--- src/rtl/core/bgd_pkg.sv ---
package bgd_pkg;

   localparam int TIME_WIDTH_DEFAULT = 16;
   localparam int LIMIT_WIDTH        = 16;
   localparam int CSR_INDEX_WIDTH    = 2;
   localparam int CSR_DATA_WIDTH     = 16;
   localparam int EVENT_WIDTH        = 2;

   localparam logic [CSR_INDEX_WIDTH-1:0] CSR_ACTIVE_LEVEL = 2'd0;
   localparam logic [CSR_INDEX_WIDTH-1:0] CSR_LONG_PRESS   = 2'd1;
   localparam logic [CSR_INDEX_WIDTH-1:0] CSR_DOUBLE_CLICK = 2'd2;

   localparam logic                   ACTIVE_LEVEL_RESET = 1'b0;
   localparam logic [LIMIT_WIDTH-1:0] LONG_PRESS_RESET   = 16'd5000;
   localparam logic [LIMIT_WIDTH-1:0] DOUBLE_CLICK_RESET = 16'd500;

   typedef enum logic [EVENT_WIDTH-1:0] {
      EV_DOWN   = 2'd0,
      EV_UP     = 2'd1,
      EV_LONG   = 2'd2,
      EV_DOUBLE = 2'd3
   } event_type;

   typedef struct packed {
      logic                   active_level;
      logic [LIMIT_WIDTH-1:0] long_press_ticks;
      logic [LIMIT_WIDTH-1:0] double_click_ticks;
   } cfg_type;

   typedef struct packed {
      logic      valid;
      event_type code;
   } evt_type;

endpackage

--- src/rtl/core/bgd_csr.sv ---
module bgd_csr (
   input  logic                                 clock,
   input  logic                                 reset,
   input  logic                                 csr_valid,
   output logic                                 csr_ready,
   input  logic [bgd_pkg::CSR_INDEX_WIDTH-1:0]  csr_index,
   input  logic [bgd_pkg::CSR_DATA_WIDTH-1:0]   csr_data,
   output bgd_pkg::cfg_type                     cfg
);

   bgd_pkg::cfg_type cfg_ff;
   bgd_pkg::cfg_type cfg_in;

   assign csr_ready = 1'b1;
   assign cfg       = cfg_ff;

   always_comb begin
      cfg_in = cfg_ff;
      if (csr_valid) begin
         unique case (csr_index)
            bgd_pkg::CSR_ACTIVE_LEVEL: cfg_in.active_level       = csr_data[0];
            bgd_pkg::CSR_LONG_PRESS:   cfg_in.long_press_ticks   = csr_data;
            bgd_pkg::CSR_DOUBLE_CLICK: cfg_in.double_click_ticks = csr_data;
            default: ;  // drop writes beyond the register list
         endcase
      end
   end

   always_ff @(posedge clock) begin
      if (reset) begin
         cfg_ff.active_level       <= bgd_pkg::ACTIVE_LEVEL_RESET;
         cfg_ff.long_press_ticks   <= bgd_pkg::LONG_PRESS_RESET;
         cfg_ff.double_click_ticks <= bgd_pkg::DOUBLE_CLICK_RESET;
      end else begin
         cfg_ff <= cfg_in;
      end
   end

endmodule

--- src/rtl/core/bgd_fsm.sv ---
module bgd_fsm #(
   parameter int TIME_WIDTH = bgd_pkg::TIME_WIDTH_DEFAULT
) (
   input  logic             clock,
   input  logic             reset,
   input  logic             accept,
   input  logic             level,
   input  bgd_pkg::cfg_type cfg,
   output bgd_pkg::evt_type evt
);

   localparam int CMP_WIDTH = (TIME_WIDTH > bgd_pkg::LIMIT_WIDTH) ?
                              TIME_WIDTH : bgd_pkg::LIMIT_WIDTH;

   typedef enum logic [2:0] {
      MODE_START  = 3'd0,
      MODE_UP     = 3'd1,
      MODE_DOWN   = 3'd2,
      MODE_LONG   = 3'd3,
      MODE_DOUBLE = 3'd4
   } mode_type;

   mode_type              mode_ff, mode_in;
   logic [TIME_WIDTH-1:0] elapsed_ff, elapsed_in;
   logic [TIME_WIDTH-1:0] elapsed_inc;
   logic [CMP_WIDTH-1:0]  elapsed_cmp, long_cmp, double_cmp;
   logic                  pressed;

   assign pressed     = (level == cfg.active_level);
   assign elapsed_inc = (elapsed_ff == {TIME_WIDTH{1'b1}}) ? elapsed_ff :
                        elapsed_ff + {{(TIME_WIDTH-1){1'b0}}, 1'b1};
   assign elapsed_cmp = CMP_WIDTH'(elapsed_inc);
   assign long_cmp    = CMP_WIDTH'(cfg.long_press_ticks);
   assign double_cmp  = CMP_WIDTH'(cfg.double_click_ticks);

   always_comb begin
      mode_in    = mode_ff;
      elapsed_in = elapsed_inc;
      evt.valid  = 1'b0;
      evt.code   = bgd_pkg::EV_DOWN;
      unique case (mode_ff)
         MODE_DOWN: begin
            if (elapsed_cmp > long_cmp) begin
               evt.valid = 1'b1;
               evt.code  = bgd_pkg::EV_LONG;
               mode_in   = MODE_LONG;
            end else if (!pressed) begin
               evt.valid = 1'b1;
               evt.code  = bgd_pkg::EV_UP;
               mode_in   = MODE_UP;
            end
         end
         MODE_UP: begin
            if (pressed) begin
               evt.valid = 1'b1;
               if (elapsed_cmp >= double_cmp) begin
                  evt.code = bgd_pkg::EV_DOWN;
                  mode_in  = MODE_DOWN;
               end else begin
                  evt.code = bgd_pkg::EV_DOUBLE;
                  mode_in  = MODE_DOUBLE;
               end
            end
         end
         MODE_LONG, MODE_DOUBLE: begin
            if (!pressed) begin
               evt.valid = 1'b1;
               evt.code  = bgd_pkg::EV_UP;
               mode_in   = MODE_UP;
            end
         end
         default: begin
            // first tick: classify only
            mode_in    = pressed ? MODE_DOWN : MODE_UP;
            elapsed_in = '0;
         end
      endcase
      if (evt.valid) begin
         elapsed_in = '0;
      end
      if (!accept) begin
         evt.valid = 1'b0;
      end
   end

   always_ff @(posedge clock) begin
      if (reset) begin
         mode_ff    <= MODE_START;
         elapsed_ff <= '0;
      end else if (accept) begin
         mode_ff    <= mode_in;
         elapsed_ff <= elapsed_in;
      end
   end

   a_evt_needs_accept: assert property (@(posedge clock) disable iff (reset)
      evt.valid |-> accept)
      else $error("event raised without an accepted tick");

   a_evt_clears_count: assert property (@(posedge clock) disable iff (reset)
      evt.valid |=> elapsed_ff == '0)
      else $error("tick count not cleared after an event");

   a_long_from_down: assert property (@(posedge clock) disable iff (reset)
      (evt.valid && evt.code == bgd_pkg::EV_LONG) |-> mode_ff == MODE_DOWN)
      else $error("long press outside down mode");

   a_start_silent: assert property (@(posedge clock) disable iff (reset)
      (accept && mode_ff == MODE_START) |-> !evt.valid)
      else $error("event on the first tick");

endmodule

--- src/rtl/core/button_gesture_detector.sv ---
// Channel   Direction  Handshake              Payload
// req_      in         req_valid/req_ready    req_level (1 bit, sampled pin level)
// rsp_      out        rsp_valid/rsp_ready    rsp_event_code (2 bits)
// csr_      in         csr_valid/csr_ready    csr_index (2 bits), csr_data (16 bits)
//
// One tick word per cycle while req_ready is high; an event word appears in the rsp_
// register in the cycle after its tick is accepted. The state update is a single compare
// and increment, so the mode/count registers do not limit the tick rate.
// Reset is synchronous, active high; it restores the register defaults and
// the start mode. req_ready drops only while an event word is held in the
// rsp_ register and rsp_ready is low. csr_ready is always high.
module button_gesture_detector #(
   parameter int TIME_WIDTH = bgd_pkg::TIME_WIDTH_DEFAULT
) (
   input  logic                                clock,
   input  logic                                reset,
   input  logic                                req_valid,
   output logic                                req_ready,
   input  logic                                req_level,
   output logic                                rsp_valid,
   input  logic                                rsp_ready,
   output logic [bgd_pkg::EVENT_WIDTH-1:0]     rsp_event_code,
   input  logic                                csr_valid,
   output logic                                csr_ready,
   input  logic [bgd_pkg::CSR_INDEX_WIDTH-1:0] csr_index,
   input  logic [bgd_pkg::CSR_DATA_WIDTH-1:0]  csr_data
);

   bgd_pkg::cfg_type cfg;
   bgd_pkg::evt_type evt;
   logic             accept;

   logic                              rsp_valid_ff, rsp_valid_in;
   logic [bgd_pkg::EVENT_WIDTH-1:0]   rsp_code_ff, rsp_code_in;

   bgd_csr u_csr (
      .clock     (clock),
      .reset     (reset),
      .csr_valid (csr_valid),
      .csr_ready (csr_ready),
      .csr_index (csr_index),
      .csr_data  (csr_data),
      .cfg       (cfg)
   );

   bgd_fsm #(
      .TIME_WIDTH (TIME_WIDTH)
   ) u_fsm (
      .clock  (clock),
      .reset  (reset),
      .accept (accept),
      .level  (req_level),
      .cfg    (cfg),
      .evt    (evt)
   );

   // take a tick whenever the result slot is empty or draining this cycle
   assign req_ready = !rsp_valid_ff || rsp_ready;
   assign accept    = req_valid && req_ready;

   always_comb begin
      rsp_valid_in = rsp_valid_ff && !rsp_ready;
      rsp_code_in  = rsp_code_ff;
      if (evt.valid) begin
         // load a fresh event word; ticks without an event leave the slot alone
         rsp_valid_in = 1'b1;
         rsp_code_in  = evt.code;
      end
   end

   always_ff @(posedge clock) begin
      if (reset) begin
         rsp_valid_ff <= 1'b0;
      end else begin
         rsp_valid_ff <= rsp_valid_in;
      end
      rsp_code_ff <= rsp_code_in;
   end

   assign rsp_valid      = rsp_valid_ff;
   assign rsp_event_code = rsp_code_ff;

   a_stall_means_full: assert property (@(posedge clock) disable iff (reset)
      !req_ready |-> rsp_valid_ff)
      else $error("input stalled with an empty result slot");

   a_no_overwrite: assert property (@(posedge clock) disable iff (reset)
      (rsp_valid_ff && !rsp_ready) |=> (rsp_valid_ff && $stable(rsp_code_ff)))
      else $error("pending event word lost");

   a_event_lands: assert property (@(posedge clock) disable iff (reset)
      evt.valid |=> (rsp_valid_ff && rsp_code_ff == $past(evt.code)))
      else $error("event word not loaded");

endmodule

--- config.mk ---
export PLATFORM = sky130hd
export DESIGN_NAME = button_gesture_detector
export DESIGN_NICKNAME = d
export VERILOG_FILES = /design/src/rtl/core/bgd_pkg.sv /design/src/rtl/core/bgd_csr.sv /design/src/rtl/core/bgd_fsm.sv /design/src/rtl/core/button_gesture_detector.sv
export SDC_FILE = /design/constraint.sdc
export NUM_CORES = 1
export LEC_CHECK = 0
export BUFFER_PORTS_ARGS = -buffer_cell sky130_fd_sc_hd__buf_2
export CORE_MARGIN = 10
export CORE_UTILIZATION = 30
export DETAILED_ROUTE_END_ITERATION = 10
export PLACE_DENSITY_LB_ADDON = 0.2
export SKIP_LAST_GASP = 1
export SLEW_MARGIN = 20
export SYNTH_ARGS = -nofsm -noshare
export SYNTH_HDL_FRONTEND = slang
export SYNTH_SLANG_ARGS = --single-unit
--- constraint.sdc ---
create_clock -name clock -period 4.04 [get_ports clock]
set_input_delay 0.404 -clock clock [delete_from_list [all_inputs] [get_ports clock]]
set_output_delay 0.404 -clock clock [all_outputs]
set_load 0.05 [all_outputs]
==> metrics.md <==
| Metric | Value |
|---|---|
| Primary FF master, synth | dfxtp_1 |
| Ant. Diodes | 0 |
| Part of the power in registers | 48.0% |
| Tcrit/Tclk final | 94.2% |
| Compound-gate portion of the synthesized area | 19.8% |
| Final Hold Violating Endpoints | 0 |
| Synthesized Nets | 474 |
| Number of global-route vias before repair | 2818 |
| Hold WC Path Type | in2reg |
| Max frequency | 263 MHz |
| Post-synthesis mux area share | 0.918% |
| Mean Syn Cell Area | 8.13 µm² |
| Gpl congestion | 0.859 |
| Core area | 0.0110 mm² |
| Async SR Flop Fraction | 0% |
| Clk sinks | 55 |
| Port Buffer Count | 27 |
| Remaining DRCs | 0 |
| Top-area cell type share of the netlist area | 31.1% |
| CTS tree | done |
| Sw frac | 25.1% |
| Min Tclk post-route | 3810 ps |
| PwrDens | 303 mW/mm² |
| H-Tree Depth | 2 |
| Antenna viol nets, final | 0 |
| Most frequent cell after synthesis | nand2_1 |
| DR iter-0 viols | 131 |
| Synth Instances | 419 |
| CTS Root Cell | clkbuf_16 |
| DR vias/cell | 4.91 |
| Data required, critical path | 4070 ps |
| Maximum vdd drop | 148 µV |
| Cell variety after synth | 60 |
| Post-Synth XOR/XNOR Area | 5.18% |
| Final setup vio count | 0 |
| Synth Register Bits | 55 |
| Total negative slack | 0 ps |
| I/O Pins | 29 |
| Clock power frac | 40.7% |
| Max-Cap Viols | 0 |
| Worst r2r src | u_fsm.elapsed_ff[1] |
| P_leak | 1.76 nW |
| Switching power | 0.300 mW |
| CTS Buf Count | 5 |
| Ratio of cells with drive above 1 in the final layout | 14.4% |
| Max_slew headroom | 42.1% |
| Std-Cell Rows | 38 |
| FF-to-FF End | rsp_event_code[0] |
| Critical path class | reg2reg |
| CP Capture Point | rsp_event_code[0] |
| Reg clk slew, reported paths | 70 ps |
| Dpl ws | 76.9 ps |
| Worst slew pin tran | 865 ps |
| Largest family of logic cells by synthesized area | simple AND/OR/NAND/NOR gates |
| Clk buf depth | 2 |
| Grt total ovfl | 0 |
| Cell Int Power | 0.895 mW |
| Reg2reg setup slack | 230 ps |
| Router iterations before antenna repair | 4 |
| Synth warn | 0 |
| Worst Setup SP | u_fsm.elapsed_ff[1] |
| CP max FO | 7 |
| Comb power frac | 11.3% |
| Synth cell count leaders | 66 x nand2_1, 53 x dfxtp_1, 34 x a21oi_1, 34 x inv_1, 32 x nor2_1 |
| Worst EP arrival | 3830 ps |
| Layout area overhead | 15.9% |
| First-pass GRT wire length | 14100 µm |
| DP HPWL | 6620 µm |
| Initial antenna violation count | 0 |
| Vias | 2894 |
| Worst-skew pair later-pin latency | 290 ps |
| Height of the die | 127 µm |
| Status | finished, final reports clean |
| Final Max Tran Viols | 0 |
| Full die area | 0.0160 mm² |
| Die X | 127 µm |
| CP Launch Type | flop |
| Area contributors post-synth | dfxtp_1 31%, ha_1 11%, nand2_1 7.3%, a21oi_1 5.0%, inv_1 3.7% |
| Clock Skew | 5.97 ps |
| Post-synth EDFFs | 2 |
| Simple-gate portion of the synthesized area | 24.2% |
| Final Net Count | 504 |
| Nature of the critical path endpoint | flop |
| Reg2reg path depth | 16 |
| Post-synthesis instance area | 0.00341 mm² |
| Post-Synth Adder-Cell Area | 11.4% |
| Routed WL | 8500 µm |
| Sequential area share after synthesis | 32.9% |
| Initial Utilization | 31.0% |
| Largest net degree at the start of global routing | 45 |
| Cell taking the most area after synthesis | dfxtp_1 |
| Drt wl/cell | 14.4 µm |
| GR Util All Layers | 10.5% |
| Setup ws final | 233 ps |
| Hold path depth | 2 |
[per-layer routing]
layer | share of wire (%) | wire length (µm) | GRT usage [%]
met1 | 50 | 4210 | 14.2
met2 | 46 | 3930 | 16.6
met3 | 3.1 | 260 | 1.87
met4 | 1.1 | 93 | 2.81
met5 | 0 | 0 | 0
[metrics by stage]
stage	instance area, µm²	cells	hold WS, ps	utilization [%]	power, mW
global route	3950	590	323	36.0	1.24
floorplan	3410	419	436	-	0.679
finish	3950	590	321	36.0	1.20
global placement	3710	578	444	33.8	0.718
CTS	3880	586	321	35.3	1.21
detailed placement	3710	578	447	33.8	0.719
[placed cells by master (no fill, tap or decap), drive strengths merged, types with 10 or more instances in the layout]
master	count
nand2	66
dfxtp	53
buf	38
inv	34
a21oi	34
nor2	33
ha	31
nand2b	12
a211o	11
o21ai	11
a21o	10
nand3	10
nor3	10
xnor2	10
[logic make-up (layout without fill, tap and decap cells)]
kind of cell    count (synthesis)  count (layout)
buf+inv                        49              80
xor+xnor                       18              18
simple gates                  165             165
flops                          55              55
compound gates                 97              97
other cells                     1               1
mux                             3               3
fa+ha+maj                      31              31
[worst max-delay path, stage by stage (launching register included)]
cell     delay [ps]
dfxtp_1         340
ha_1            220
nand3_2         160
nor4_4           70
buf_4           150
or4b_4          570
nor2_1          130
xor2_1          110
buf_4           150
ha_1            300
nand4_1         170
nor3_2          250
nand2_1         110
a311o_1         320
o211a_4         180
a22oi_1         220
o22ai_2         100
[layout make-up]
class / instances / area, µm²
fillers: 1131 / 7030
multi-input cells: 315 / 2140
flip-flops and latches: 55 / 1120
repair buffers: 38 / 218
well taps: 140 / 175
clock buffers: 7 / 164
inverters: 34 / 128
clock inverters: 1 / 5.00
[power by group through the flow]
stage	clock, mW	sequential, mW	combinational [mW]
after global routing	0.515	0.576	0.153
after global placement	0	0.586	0.132
after detailed placement	0	0.586	0.133
after CTS	0.501	0.573	0.134
after floorplan	0	0.586	0.0927
final	0.487	0.573	0.135
[worst min path at each step]
stage,startpoint,endpoint,slack [ps]
detailed placement,u_csr.cfg[29],u_csr.cfg[29],450
floorplan,u_csr.cfg[0],u_csr.cfg[0],440
finish,csr_data[5],u_csr.cfg[5],320
global route,csr_data[5],u_csr.cfg[5],320
CTS,csr_data[5],u_csr.cfg[5],320
global placement,u_csr.cfg[13],u_csr.cfg[13],440
[flip-flops by register name (all words and copies together), names as in the netlist]
name,cells
u_csr.cfg,33
u_fsm.elapsed_ff,16
u_fsm.mode_ff,3
rsp_event_code,2
rsp_valid,1
[repair_timing]
| action | 4_1_cts | 5_1_grt |
|---|---|---|
| resized for setup | 0 | 7 |
| hold buffers | 0 | 0 |
| setup buffers | 0 | 4 |
| setup endpoints to repair | 0 | 19 |
Note: power is estimated with default switching activity, not from simulation.
